**src/hw/rtl/dlc_pkg.sv**
```systemverilog
// Shared types, codes and field widths for the display list coprocessor.
package dlc_pkg;

	localparam int unsigned ADDRESS_BITS_DEF = 19;
	localparam int unsigned PC_OUT_W         = 19;
	localparam int unsigned CFG_DATA_W       = 19;
	localparam int unsigned CFG_INDEX_W      = 2;
	localparam int unsigned IN_DATA_W        = 40;
	localparam int unsigned IN_USER_W        = 2;
	localparam int unsigned OUT_DATA_W       = 56;

	typedef enum logic [1:0] {
		OP_TICK  = 2'd0,
		OP_VSYNC = 2'd1,
		OP_JUMP1 = 2'd2,
		OP_JUMP2 = 2'd3
	} opcode_t;

	typedef enum logic [CFG_INDEX_W-1:0] {
		CFG_LIST1  = 2'd0,
		CFG_LIST2  = 2'd1,
		CFG_DANGER = 2'd2,
		CFG_DMA    = 2'd3
	} cfg_index_t;

	typedef enum logic [5:0] {
		ST_HALT    = 6'b000001,
		ST_REQ     = 6'b000010,
		ST_FETCH   = 6'b000100,
		ST_MOVE    = 6'b001000,
		ST_WSKIP   = 6'b010000,
		ST_WAITING = 6'b100000
	} mode_t;

	localparam logic [2:0] MODE_HALT    = 3'd0;
	localparam logic [2:0] MODE_REQ     = 3'd1;
	localparam logic [2:0] MODE_FETCH   = 3'd2;
	localparam logic [2:0] MODE_MOVE    = 3'd3;
	localparam logic [2:0] MODE_WSKIP   = 3'd4;
	localparam logic [2:0] MODE_WAITING = 3'd5;

	localparam logic [7:0] PROT_LIMIT        = 8'h80;
	localparam logic [7:0] PROT_LIMIT_DANGER = 8'h40;

	function automatic logic [2:0] mode_code(input mode_t m);
		case (m)
			ST_HALT:    mode_code = MODE_HALT;
			ST_REQ:     mode_code = MODE_REQ;
			ST_FETCH:   mode_code = MODE_FETCH;
			ST_MOVE:    mode_code = MODE_MOVE;
			ST_WSKIP:   mode_code = MODE_WSKIP;
			ST_WAITING: mode_code = MODE_WAITING;
			default:    mode_code = MODE_HALT;
		endcase
	endfunction

	// masked beam comparator: vertical first, horizontal decides on a tie
	function automatic logic beam_reached(
		input logic [15:0] pos_word,
		input logic [15:0] mask_word,
		input logic [7:0]  bv,
		input logic [7:0]  bh
	);
		logic [7:0] vm;
		logic [7:0] hm;
		logic [7:0] vb;
		logic [7:0] vw;
		logic [7:0] hb;
		logic [7:0] hw;
		vm = {1'b1, mask_word[14:8]};
		hm = {mask_word[7:1], 1'b0};
		vb = bv & vm;
		vw = pos_word[15:8] & vm;
		hb = bh & hm;
		hw = pos_word[7:0] & hm;
		beam_reached = (vb > vw) || ((vb == vw) && (hb >= hw));
	endfunction

endpackage

```
**src/hw/rtl/display_list_coprocessor.sv**
```systemverilog
// Display list coprocessor: instruction sequencer with registered result word.
//
// Each input word is a bus-slot tick, a vsync or a jump, selected by s_axis_tuser,
// and yields exactly one result word. The sequencer state and the result register
// update in the same cycle the input word is taken, so one word is accepted every
// cycle; the only stall comes from the result register, which frees up when
// m_axis_tready takes its word. The result word is registered and is offered in the cycle after acceptance.
// Configuration (list starts, danger and DMA enables) is written through cfg_we.
module display_list_coprocessor #(
	parameter int unsigned ADDRESS_BITS = dlc_pkg::ADDRESS_BITS_DEF
) (
	input  logic                              clk,
	input  logic                              arst_n,
	input  logic                              s_axis_tvalid,
	output logic                              s_axis_tready,
	// bus_free[0], mem_word[16:1], beam_v[25:17], beam_h[33:26], zero fill
	input  logic [dlc_pkg::IN_DATA_W-1:0]     s_axis_tdata,
	// opcode[1:0]
	input  logic [dlc_pkg::IN_USER_W-1:0]     s_axis_tuser,
	output logic                              m_axis_tvalid,
	input  logic                              m_axis_tready,
	// reg_write_valid[0], reg_write_addr[9:1], reg_write_data[25:10],
	// next_read_address[44:26], sequencer_mode[47:45], skip_pending[48], zero fill
	output logic [dlc_pkg::OUT_DATA_W-1:0]    m_axis_tdata,
	input  logic                              cfg_we,
	input  logic [dlc_pkg::CFG_INDEX_W-1:0]   cfg_index,
	input  logic [dlc_pkg::CFG_DATA_W-1:0]    cfg_data
);
	import dlc_pkg::*;

	localparam int unsigned EXT_W = (ADDRESS_BITS > PC_OUT_W) ? ADDRESS_BITS : PC_OUT_W;

	logic [ADDRESS_BITS-1:0] list1_q, list2_q;
	logic                    danger_q, dma_q;

	mode_t                   mode_q, mode_d;
	logic [ADDRESS_BITS-1:0] pc_q, pc_d;
	logic [15:0]             first_q, first_d;
	logic [15:0]             second_q, second_d;
	logic                    skip_q, skip_d;

	logic                    out_valid_q;
	logic [OUT_DATA_W-1:0]   out_data_q;

	logic                    accept;
	opcode_t                 op;
	logic                    bus_free;
	logic [15:0]             mem_word;
	logic [8:0]              beam_v;
	logic [7:0]              beam_h;

	logic                    wv;
	logic [8:0]              wa;
	logic [15:0]             wd;
	logic                    reached;
	logic [15:0]             mask_src;
	logic [8:0]              move_ra;
	logic [7:0]              limit;
	logic [ADDRESS_BITS-1:0] pc_inc;
	logic [EXT_W-1:0]        cfg_ext;
	logic [ADDRESS_BITS-1:0] cfg_addr;
	logic [EXT_W-1:0]        pc_ext;

	assign s_axis_tready = !out_valid_q || m_axis_tready;
	assign accept        = s_axis_tvalid && s_axis_tready;

	assign op       = opcode_t'(s_axis_tuser);
	assign bus_free = s_axis_tdata[0];
	assign mem_word = s_axis_tdata[16:1];
	assign beam_v   = s_axis_tdata[25:17];
	assign beam_h   = s_axis_tdata[33:26];

	// list starts keep only even addresses inside the address space
	assign cfg_ext  = EXT_W'(cfg_data);
	assign cfg_addr = {cfg_ext[ADDRESS_BITS-1:1], 1'b0};

	always_ff @(posedge clk or negedge arst_n) begin
		if (!arst_n) begin
			list1_q  <= '0;
			list2_q  <= '0;
			danger_q <= 1'b0;
			dma_q    <= 1'b0;
		end else if (cfg_we) begin
			case (cfg_index_t'(cfg_index))
				CFG_LIST1:  list1_q  <= cfg_addr;
				CFG_LIST2:  list2_q  <= cfg_addr;
				CFG_DANGER: danger_q <= cfg_data[0];
				CFG_DMA:    dma_q    <= cfg_data[0];
				default:    ;
			endcase
		end
	end

	// skip compares against the mask word arriving now; waiting uses the stored one
	assign mask_src = (mode_q == ST_WSKIP) ? mem_word : second_q;
	assign reached  = beam_reached(first_q, mask_src, beam_v[7:0], beam_h);
	assign move_ra  = {first_q[8:1], 1'b0};
	assign limit    = danger_q ? PROT_LIMIT_DANGER : PROT_LIMIT;
	assign pc_inc   = pc_q + ADDRESS_BITS'(2);

	always_comb begin
		mode_d   = mode_q;
		pc_d     = pc_q;
		first_d  = first_q;
		second_d = second_q;
		skip_d   = skip_q;
		wv       = 1'b0;
		wa       = '0;
		wd       = '0;
		case (op)
			OP_VSYNC: begin
				if (dma_q) begin
					pc_d   = list1_q;
					mode_d = ST_REQ;
				end else begin
					mode_d = ST_HALT;
				end
			end
			OP_JUMP1: begin
				pc_d   = list1_q;
				mode_d = ST_REQ;
			end
			OP_JUMP2: begin
				pc_d   = list2_q;
				mode_d = ST_REQ;
			end
			OP_TICK: begin
				case (mode_q)
					ST_REQ: begin
						if (bus_free) mode_d = ST_FETCH;
					end
					ST_FETCH: begin
						if (bus_free) begin
							first_d = mem_word;
							pc_d    = pc_inc;
							mode_d  = mem_word[0] ? ST_WSKIP : ST_MOVE;
						end
					end
					ST_MOVE: begin
						if (bus_free) begin
							second_d = mem_word;
							pc_d     = pc_inc;
							if (move_ra[8] == 1'b0 && move_ra[7:0] < limit) begin
								mode_d = ST_HALT;
							end else begin
								if (!skip_q) begin
									wv = 1'b1;
									wa = move_ra;
									wd = mem_word;
								end
								skip_d = 1'b0;
								mode_d = ST_FETCH;
							end
						end
					end
					ST_WSKIP: begin
						if (bus_free) begin
							second_d = mem_word;
							pc_d     = pc_inc;
							if (!mem_word[0]) begin
								skip_d = 1'b0;
								mode_d = ST_WAITING;
							end else begin
								skip_d = reached;
								mode_d = ST_FETCH;
							end
						end
					end
					ST_WAITING: begin
						if (reached) mode_d = ST_REQ;
					end
					default: ;
				endcase
			end
			default: ;
		endcase
	end

	assign pc_ext = EXT_W'(pc_d);

	always_ff @(posedge clk or negedge arst_n) begin
		if (!arst_n) begin
			mode_q   <= ST_HALT;
			pc_q     <= '0;
			first_q  <= '0;
			second_q <= '0;
			skip_q   <= 1'b0;
		end else if (accept) begin
			mode_q   <= mode_d;
			pc_q     <= pc_d;
			first_q  <= first_d;
			second_q <= second_d;
			skip_q   <= skip_d;
		end
	end

	always_ff @(posedge clk or negedge arst_n) begin
		if (!arst_n) begin
			out_valid_q <= 1'b0;
		end else if (accept) begin
			out_valid_q <= 1'b1;
		end else if (m_axis_tready) begin
			out_valid_q <= 1'b0;
		end
	end

	always_ff @(posedge clk) begin
		if (accept) begin
			out_data_q <= {7'b0, skip_d, mode_code(mode_d), pc_ext[PC_OUT_W-1:0], wd, wa, wv};
		end
	end

	assign m_axis_tvalid = out_valid_q;
	assign m_axis_tdata  = out_data_q;

endmodule
```
**config.mk**
```make
export PLATFORM = sky130hd
export DESIGN_NAME = display_list_coprocessor
export DESIGN_NICKNAME = d
export VERILOG_FILES = /design/src/hw/rtl/dlc_pkg.sv /design/src/hw/rtl/display_list_coprocessor.sv
export SDC_FILE = /design/constraint.sdc
export NUM_CORES = 1
export LEC_CHECK = 0
export BUFFER_PORTS_ARGS = -buffer_cell sky130_fd_sc_hd__buf_2
export CORE_AREA = 4 4 141 116
export CTS_CLUSTER_SIZE = 30
export DETAILED_ROUTE_END_ITERATION = 12
export DIE_AREA = 0 0 145 120
export MAX_ROUTING_LAYER = met4
export PLACE_DENSITY_LB_ADDON = 0.3
export SLEW_MARGIN = 0
export SYNTH_ARGS = -nofsm -noshare
export SYNTH_HDL_FRONTEND = slang
export SYNTH_SLANG_ARGS = --single-unit
export TNS_END_PERCENT = 50
```
**constraint.sdc**
```tcl
create_clock -name clk -period 3.3 [get_ports clk]
set_input_delay 0.66 -clock clk [delete_from_list [all_inputs] [get_ports clk]]
set_output_delay 0.66 -clock clk [all_outputs]
set_load 0.01 [all_outputs]
```
# ---- After elaboration in Yosys (flattened, before gate mapping)
# Cells that the tools add are included.
dict set report classes {
  n_addsub 1
  mul 0
  div 0
  magnitude_cmp 3
  eq_ne 17
  shifts 0
  muxes 27
  n_bitwise 8
  n_reduce_logical 20
}
# cell count
set ops {}
lappend ops {{$pmux 19 s4} 1}
lappend ops {{$mux 19} 3}
lappend ops {{$mux 6} 6}
lappend ops {{$and 8x8->8} 4}
lappend ops {{$pmux 6 s5} 1}
lappend ops {{$add 19x2->19 const B} 1}
lappend ops {{$pmux 6 s3} 1}
lappend ops {{$mux 15} 1}
lappend ops {{$pmux 3 s5} 1}
lappend ops {{$eq 6x2->1 const B} 2}
lappend ops {{$eq 6x3->1 const B} 2}
lappend ops {{$eq 6x4->1 const B} 2}
lappend ops {{$eq 6x5->1 const B} 2}
lappend ops {{$eq 6x6->1 const B} 2}
lappend ops {{$eq 2x2->1 const B} 4}
lappend ops {{$eq 8x8->1} 1}
lappend ops {{$ge 8x8->1} 1}
lappend ops {{$gt 8x8->1} 1}
lappend ops {{$lt 8x8->1} 1}
lappend ops {{$mux 1} 8}
lappend ops {{$mux 8} 1}
lappend ops {{$reduce_and 2->1} 4}
lappend ops {{$reduce_and 4->1} 2}
lappend ops {{$mux 5} 1}
lappend ops {{other kinds (14)} 23}
dict set report totals {
  reg_bits 145
  latch_bits 0
  ram_bits 0
  rom_bits 0
  elab_cells 89
  n_memories 0
}

# ---- Longest topological paths before layout
# Gate-level depths: netlist of run 1.
dict set report depth {
  word_depth 11
  mapped_depth 15
  depth_no_buf 12
}

# ---- Least setup slack after synthesis of run 1
# Ideal clock, no wire load.
dict set report synth_timing {
  path_kind {register to register}
  from {register mode_q[5]}
  to {register out_data_q[45], in the netlist m_axis_tdata[45] (data pin)}
  t_arrival_ns 3.506
  required_time_ns 3.143
  setup_slack_ns -0.363
  stages_incl_launch_ff 16
  path_buffers 3
  period_less_slack_ns 3.663
  path_cell_list {dfrtp_1 > buf_6 > or4b_4 > or3_1 > buf_6 > buf_2 > mux2i_1 > nand2b_1 > ha_1 > and4_1 > o21ai_0 > o221ai_1 > o21ai_0 > o31a_1 > o211a_1 > nor3_1}
}
dict set report synth_via {
  elab_chain_len 11
  elab_cells_between_ends 28
}
# item line_no
set synth_rtl {}
lappend synth_rtl {{from (decl)} display_list_coprocessor.sv:36} ;# mode_t mode_q, mode_d;
lappend synth_rtl {{from (signal assigned)} display_list_coprocessor.sv:189} ;# mode_q <= mode_d;
lappend synth_rtl {{$eq 6x5->1} {display_list_coprocessor.sv:95, display_list_coprocessor.sv:128}}
lappend synth_rtl {{$mux 15} display_list_coprocessor.sv:95} ;# assign mask_src = (mode_q == ST_WSKIP) ? mem_word : second_q;
lappend synth_rtl {{$and 8x8->8, on equally long branches} --}
lappend synth_rtl {{$ge 8x8->1 / $eq 8x8->1 (equally long branches)} dlc_pkg.sv:76} ;# beam_reached = (vb > vw) || ((vb == vw) && (hb >= hw));
lappend synth_rtl {{$logic_and 1x1->1} dlc_pkg.sv:76}
lappend synth_rtl {{$logic_or 1x1->1} dlc_pkg.sv:76}
lappend synth_rtl {{$mux 6} display_list_coprocessor.sv:170} ;# if (reached) mode_d = ST_REQ;
lappend synth_rtl {{$pmux 6 s5 (*)} display_list_coprocessor.sv:128} ;# case (mode_q)
lappend synth_rtl {{$pmux 6 s3 (*)} display_list_coprocessor.sv:110} ;# case (op)
lappend synth_rtl {{$eq 6x6->1 (tied with other cells)} dlc_pkg.sv:46} ;# case (m)
lappend synth_rtl {{$pmux 3 s5 (*)} dlc_pkg.sv:46}
lappend synth_rtl {{to (signal assigned)} display_list_coprocessor.sv:209} ;# out_data_q <= {7'b0, skip_d, mode_code(mode_d), pc_ext[PC_OUT_W-1:0], wd, wa, wv};
lappend synth_rtl {{to (decl)} display_list_coprocessor.sv:43} ;# logic [OUT_DATA_W-1:0] out_data_q;
# Mark *: on every way between the ends. The rest lies on a longest branch, timed or not.
# A chain may end at the register's enable or synchronous reset.

# ---- Final worst setup path of run 1
dict set report layout_timing {
  from {register mode_q[3]}
  to {register out_data_q[47], in the netlist m_axis_tdata[47] (data pin)}
}
# The elaborated chain is that of the path after synthesis.

==> results of run 1 <==
layout make-up:
cell class                 count  share of cell area, %
clock buffer                  21                  5.203
clock inverter                11                  2.500
inverter                      10                 0.4054
multi-input combinational    442                  39.19
sequential                   142                  40.99
tap                          189                  2.554
timing repair buffer         145                  9.162
cell usage after synthesis (2+ instances only):
master,instances,share of area (%)
nand2b_1,22,1.8
o21ai_0,17,1.1
a21o_1,4,0.40
clkbuf_1,15,0.75
nand3_1,16,1.1
buf_6,2,0.30
or3_1,3,0.25
o41ai_1,3,0.35
o21ai_1,3,0.20
o211ai_1,6,0.60
and4_1,2,0.23
nor3_1,11,0.73
edfxtp_1,48,19
nor2b_1,16,1.3
o21a_1,4,0.40
xor2_1,7,0.82
nor2_1,25,1.2
o31ai_1,6,0.60
inv_1,10,0.50
ha_1,17,2.8
mux2i_1,24,3.2
buf_4,10,1.0
dfrtp_1,93,31
a31oi_1,4,0.33
nand2_1,46,2.3
a21oi_1,11,0.73
and3_1,8,0.67
buf_1,6,0.30
xnor2_1,11,1.3
a32o_1,2,0.27
a211oi_1,3,0.30
o221ai_1,3,0.35
o31a_1,2,0.23
buf_2,8,0.53
a311o_1,2,0.27
nand4_1,7,0.58
mux4_2,8,2.4
mux2_2,94,14
and2_1,28,2.3
o211a_1,2,0.27
where the power goes:
group	total [mW]	switching, mW	leakage [nW]	internal (mW)
Combinational	1.03	0.495	2.14	0.532
Sequential	2.29	0.197	1.65	2.09
Clock	2.30	0.728	0.346	1.57
kinds of logic after synthesis:
group | count (synthesis) | synth area share [%]
multiplexers | 126 | 19.69
AO/OA/AOI/OAI | 80 | 7.495
XOR/XNOR | 18 | 2.099
AND/OR/NAND/NOR | 193 | 13.94
buffers and inverters | 51 | 3.381
other | 1 | 0.04992
flip-flops | 142 | 50.52
adder cells (fa/ha/maj) | 17 | 2.831
repair_timing:
| item | 4_1_cts | 5_1_grt |
|---|---|---|
| setup buffers | 1 | 2 |
| gates resized for setup | 13 | 8 |
| gates cloned | 0 | 1 |
| endpoints found under the setup margin | 8 | 8 |
| hold buffers | 0 | 0 |
| pin swaps | 2 | 7 |
registers in the layout, summed over array words and instances, names as in the netlist:
register,cells
danger_q,1
dma_q,1
first_q,15
list1_q,18
list2_q,18
m_axis_tdata,48
m_axis_tvalid,1
mode_q,6
pc_q,19
second_q,14
skip_q,1
worst paths after layout:
path,from,end,slack (ns),cells past startpoint
min in group clk,s_axis_tvalid,m_axis_tvalid,0.44,2
max in group asynchronous,arst_n,first_q[4],2.04,2
worst max register to register,mode_q[3],m_axis_tdata[47],-0.24,14
worst min register to register,pc_q[0],pc_q[0],0.48,1
worst max-delay path,mode_q[3],m_axis_tdata[47],-0.24,14
worst min-delay path,arst_n,list1_q[4],0.42,1
metrics by stage:
step	cell area [sq um]	worst slack, ns	util, %	power, mW	cells
detailed placement	8369	-0.3651	56.30	3.300	924
global placement	8369	-0.2832	56.30	3.233	924
global route	9259	-0.3994	62.29	5.862	960
CTS	9171	-0.2763	61.70	5.627	957
finish	9259	-0.2360	62.29	5.616	960
floorplan	7548	-0.1624	-	2.960	635
routing by layer:
layer	wire length, um	GRT usage (%)
met3	977	5.096
met4	401	7.537
met5	0	-
met2	8564	34.82
met1	7796	26.58
critical path: stages (launching register included):
cell and delay (ns):
dfrtp_1 0.38, or4b_4 0.54, or3_4 0.38, buf_12 0.17
mux2i_2 0.21, nand2b_4 0.17, ha_4 0.20, nor2b_1 0.14
o31ai_2 0.27, a31oi_4 0.16, o21ai_2 0.21, o31a_1 0.20
buf_4 0.13, nand3_1 0.07, nor2_1 0.13
==> results.cfg, run 1 <==
[setup_path]
crit_fanout = 8
cp-start-kind = flop
cp.arrival_ns = 3.81
required_ns = 3.57
cp-end-kind = flop
crit_type = reg -> reg

[timing]
fin_ws_ns = -0.2360
finalSetupViolCount = 7
relSlewSlack_pct = 28.88
rsz0062_at_grt = yes
tightest_slew_ns = 1.067
final_hold_viol_count = 0
hold-worst-slack_ns = 0.4185
fin_setup_tns_ns = -1.199
fin_crit_sh_pct = 107.2
fmax_ghz = 0.2828
post-route-min-period_ns = 3.536
skew_ns = 0.007297
slew_violations = 0

[synth]
synthDistinctLibCells = 59
syn_inst = 628
synth_ff_type = dfrtp_1
synth-seq-cells = 142
avgSynthCellArea_sq_um = 11.96
ys_seq_area_share_pct = 50.52
synth_edf_count = 48
netlist_area_sq_um = 7512
async_flop_share_pct = 66.20
yosysWarnings = 0

[routing]
routedWlPerCell_um = 18.48
wl_mm = 17.74
first_pass_iters = 5
drt_iter0_drc = 409
vias = 5460
ant_nets = 0
drc = 0
via_per_inst = 5.688

[grt]
grt_pass1_vias = 5704
grt_usage_pct = 21.42
grt_pass1_wl_mm = 29.01
grt_max_degree = 83
antenna_found_initial = 0
overflow = 0

[final_layout]
multiInputGateArea_sq_um = 3628
n_antenna_cell = 0
syn_to_final_growth_pct = 23.25
final_common_cell = buf_2
layout_common_cells = buf_2, mux2_2, dfrtp_1
fillers = 1123
nNetsFinal = 843
drive_gt1_share_pct = 39.82
seq_area_sq_um = 3795

[clock_tree]
cts.clk_slew.worst_paths_ns = 0.06
clk_latency_ns = 0.43
cts_tree = yes
cts_max_path_buffers = 2
cts_root_buf = clkbuf_16
htree_levels = 4
cts_made_buffers = 17
cts_sinks = 142

[placement]
gp_congestion = 0.8957
hpwl_mm = 12.07
port-buffer-count = 109

[floorplan]
start_util_pct = 50.54
dieArea_sq_um = 17400
die_x_um = 145
rows = 40
die_y_um = 120
core_sq_um = 14860
io_pins = 126

[status]
violations = setup timing
status = complete, but fails checks

[power]
power_density_nw_per_um2 = 606.5
ir_drop_mv = 0.3856
leakage_nw = 4.138

[worst_hold_path]
hp-class = in -> async

[flow_run]
cap_violations = 0
Power figures use the tool's default switching activity.
==> run 2, diff against run 1 <==
Settings changed: GPL_TIMING_DRIVEN set to 0.
==> run 2 against run 1 <==
Compared with the run above:
- hold slack worse by 0.19 ns
- via count is 1.4% higher
- critical path depth is 1 higher
- fmax is 5.2% lower
- the run still ends with setup timing left
- register-to-register slack worse by 0.19 ns
- die area stayed put
- cell count is 1.9% higher
- clock-buffer cell count is 3 higher
- core utilization is 0.45 points lower
- worst setup slack worse by 0.19 ns
- highest routed layer unchanged
- power is 7.8% lower
- largest power group is now sequential cells
- largest cell class unchanged
- non-clock buffer count is 18 higher
==> results.cfg, run 2 (same netlist as run 1, synthesis figures left out) <==
[routing]
ant_nets = 0
drt_iter0_drc = 500
first_pass_iters = 5
via_per_inst = 5.663
routedWlPerCell_um = 18.93
drc = 0
wl_mm = 18.51
vias = 5538

[grt]
grt_pass1_wl_mm = 30.05
grt_usage_pct = 22.33
grt_use_met3_pct = 4.681
grt_max_degree = 58
grt_use_met1_pct = 30.93
antenna_found_initial = 0
grt_pass1_vias = 5698
grt.busiest_layer = met2
grtUsageMet2_pct = 34.29
overflow = 0

[final_layout]
n_antenna_cell = 0
syn_to_final_growth_pct = 22.35
final_cells = 978
final_common_cell = buf_2
drive_gt1_share_pct = 37.90
finalInstanceArea_sq_um = 9191
layout_common_cells = buf_2, mux2_2, dfrtp_1
largest_reg_flops = 48
nNetsFinal = 861

[power]
clockPowerShare_pct = 35.3
power_switching_mw = 1.440
p_seq_share_pct = 44.0
leakage_nw = 4.108
p_comb_share_pct = 20.7
power_density_nw_per_um2 = 563.5
ir_drop_mv = 0.4221
switching_share_pct = 27.80
total_power_mw = 5.180
p_int_mw = 3.740

[setup_path]
slowest_stage = or4b_4
crit_top_cell = nor3_2
crit_type = reg -> reg
cp-start-kind = flop
required_ns = 3.54
cpPeakStageDelay_ns = 0.55
crit_fanout = 5
crit_chain = or4b_4 -> or3_4 -> buf_12 -> mux2i_4 -> nand2b_4 -> ha_4 -> nand4_1 -> nor3_2 -> o221ai_1 -> buf_4 -> o21ai_4 -> o31a_1 -> buf_6 -> a21oi_2 -> nor3_2
cp-end-kind = flop
cp.arrival_ns = 3.97

[timing]
post-route-min-period_ns = 3.730
final_hold_viol_count = 0
fin_setup_tns_ns = -1.799
fin_crit_sh_pct = 113.0
finalSetupViolCount = 8
tightest_slew_ns = 0.9068
rsz0062_at_grt = yes
relSlewSlack_pct = 39.08
skew_ns = 0.01128
fmax_ghz = 0.2681
fin_ws_ns = -0.4295
slew_violations = 0

[status]
violations = setup timing
status = complete, but fails checks

[placement]
port-buffer-count = 108
place_inst = 933
hpwl_mm = 12.96
gp_congestion = 0.8774
place_area_sq_um = 8359
place_ws_ns = -0.8471

[floorplan]
io_pins = 126
die_x_um = 145
die_y_um = 120
start_util_pct = 50.54
core_sq_um = 14860
rows = 40
dieArea_sq_um = 17400

[clock_tree]
htree_levels = 4
cts_made_buffers = 17
cts_tree = yes
cts_root_buf = clkbuf_16
cts_sinks = 142
cts_max_path_buffers = 2
cts.clk_slew.worst_paths_ns = 0.06
clk_latency_ns = 0.42

[worst_hold_path]
hp-class = in -> async

[flow_run]
cap_violations = 0
[run 2: cell types whose count changed in the layout (fill, tap and decap cells not counted), moves of 3 or more]
cell / change
buf_4: -13
buf_2: +6
bufinv_16: -5
buf_6: +3
buf_1: +6
clkbuf_1: +20
[run 2: cell type report]
| cell class | count | area (sq um) |
|---|---|---|
| Clock buffer | 24 | 451.7 |
| Buffer | 39 | 212.7 |
| Sequential cell | 142 | 3795 |
| Clock inverter | 8 | 93.84 |
| Timing Repair Buffer | 124 | 714.4 |
| Inverter | 10 | 37.54 |
| Multi-Input combinational cell | 442 | 3650 |
| Fill cell | 1167 | 5673 |
| Tap cell | 189 | 236.5 |
[run 2: metrics by stage]
stage | utilization, % | hold WS, ns
finish | 61.83 | 0.2253
global route | 61.83 | 0.2486
CTS | 61.53 | 0.2352
detailed placement | 56.24 | 0.4758
global placement | 56.01 | 0.4608
floorplan | - | 0.3644
[run 2: final timing paths]
path	start	to	slack [ns]	cells after the start
setup / recovery	mode_q[3]	m_axis_tdata[45]	-0.43	15
hold / removal	arst_n	list1_q[4]	0.23	1
setup reg to reg	mode_q[3]	m_axis_tdata[45]	-0.43	15
hold reg to reg	pc_q[0]	pc_q[0]	0.48	1
max in group asynchronous	arst_n	list1_q[17]	2.39	2
min in group clk	s_axis_tvalid	m_axis_tvalid	0.45	2
[run 2: layer usage]
metal	wire length, um	vias up	share of wire (%)
li1	-	2580	-
met1	8693	2759	47
met2	8563	175	46
met3	1014	24	5.5
met4	239	0	1.3
met5	0	-	0
[run 2: power groups by stage]
stage	Clock (mW)	Sequential [mW]	Combinational (mW)
2_1_floorplan	0	2.28	0.682
3_5_place_dp	0	2.30	0.988
5_1_grt	1.94	2.32	1.17
6_report	1.83	2.28	1.07
4_1_cts	1.85	2.28	1.05
3_3_place_gp	0	2.29	0.953
[run 2: worst max-delay path: cells and delay by family, from the launching register on]
| family | cells | cell delay, ns |
|---|---|---|
| buffers and inverters | 3 | 0.47 |
| AOI/OAI and AO/OA | 4 | 0.48 |
| DFF | 1 | 0.39 |
| adders and majority gates | 1 | 0.26 |
| muxes | 1 | 0.19 |
| and+or+nand+nor | 6 | 1.76 |
[run 2: timing repair]
action / CTS / global route
cloned: 1 / 0
setup endpoints to repair: 8 / 8
hold buffers: 0 / 0
gates resized for setup: 25 / 7
pin swaps: 9 / 9
buffers inserted: 11 / 4
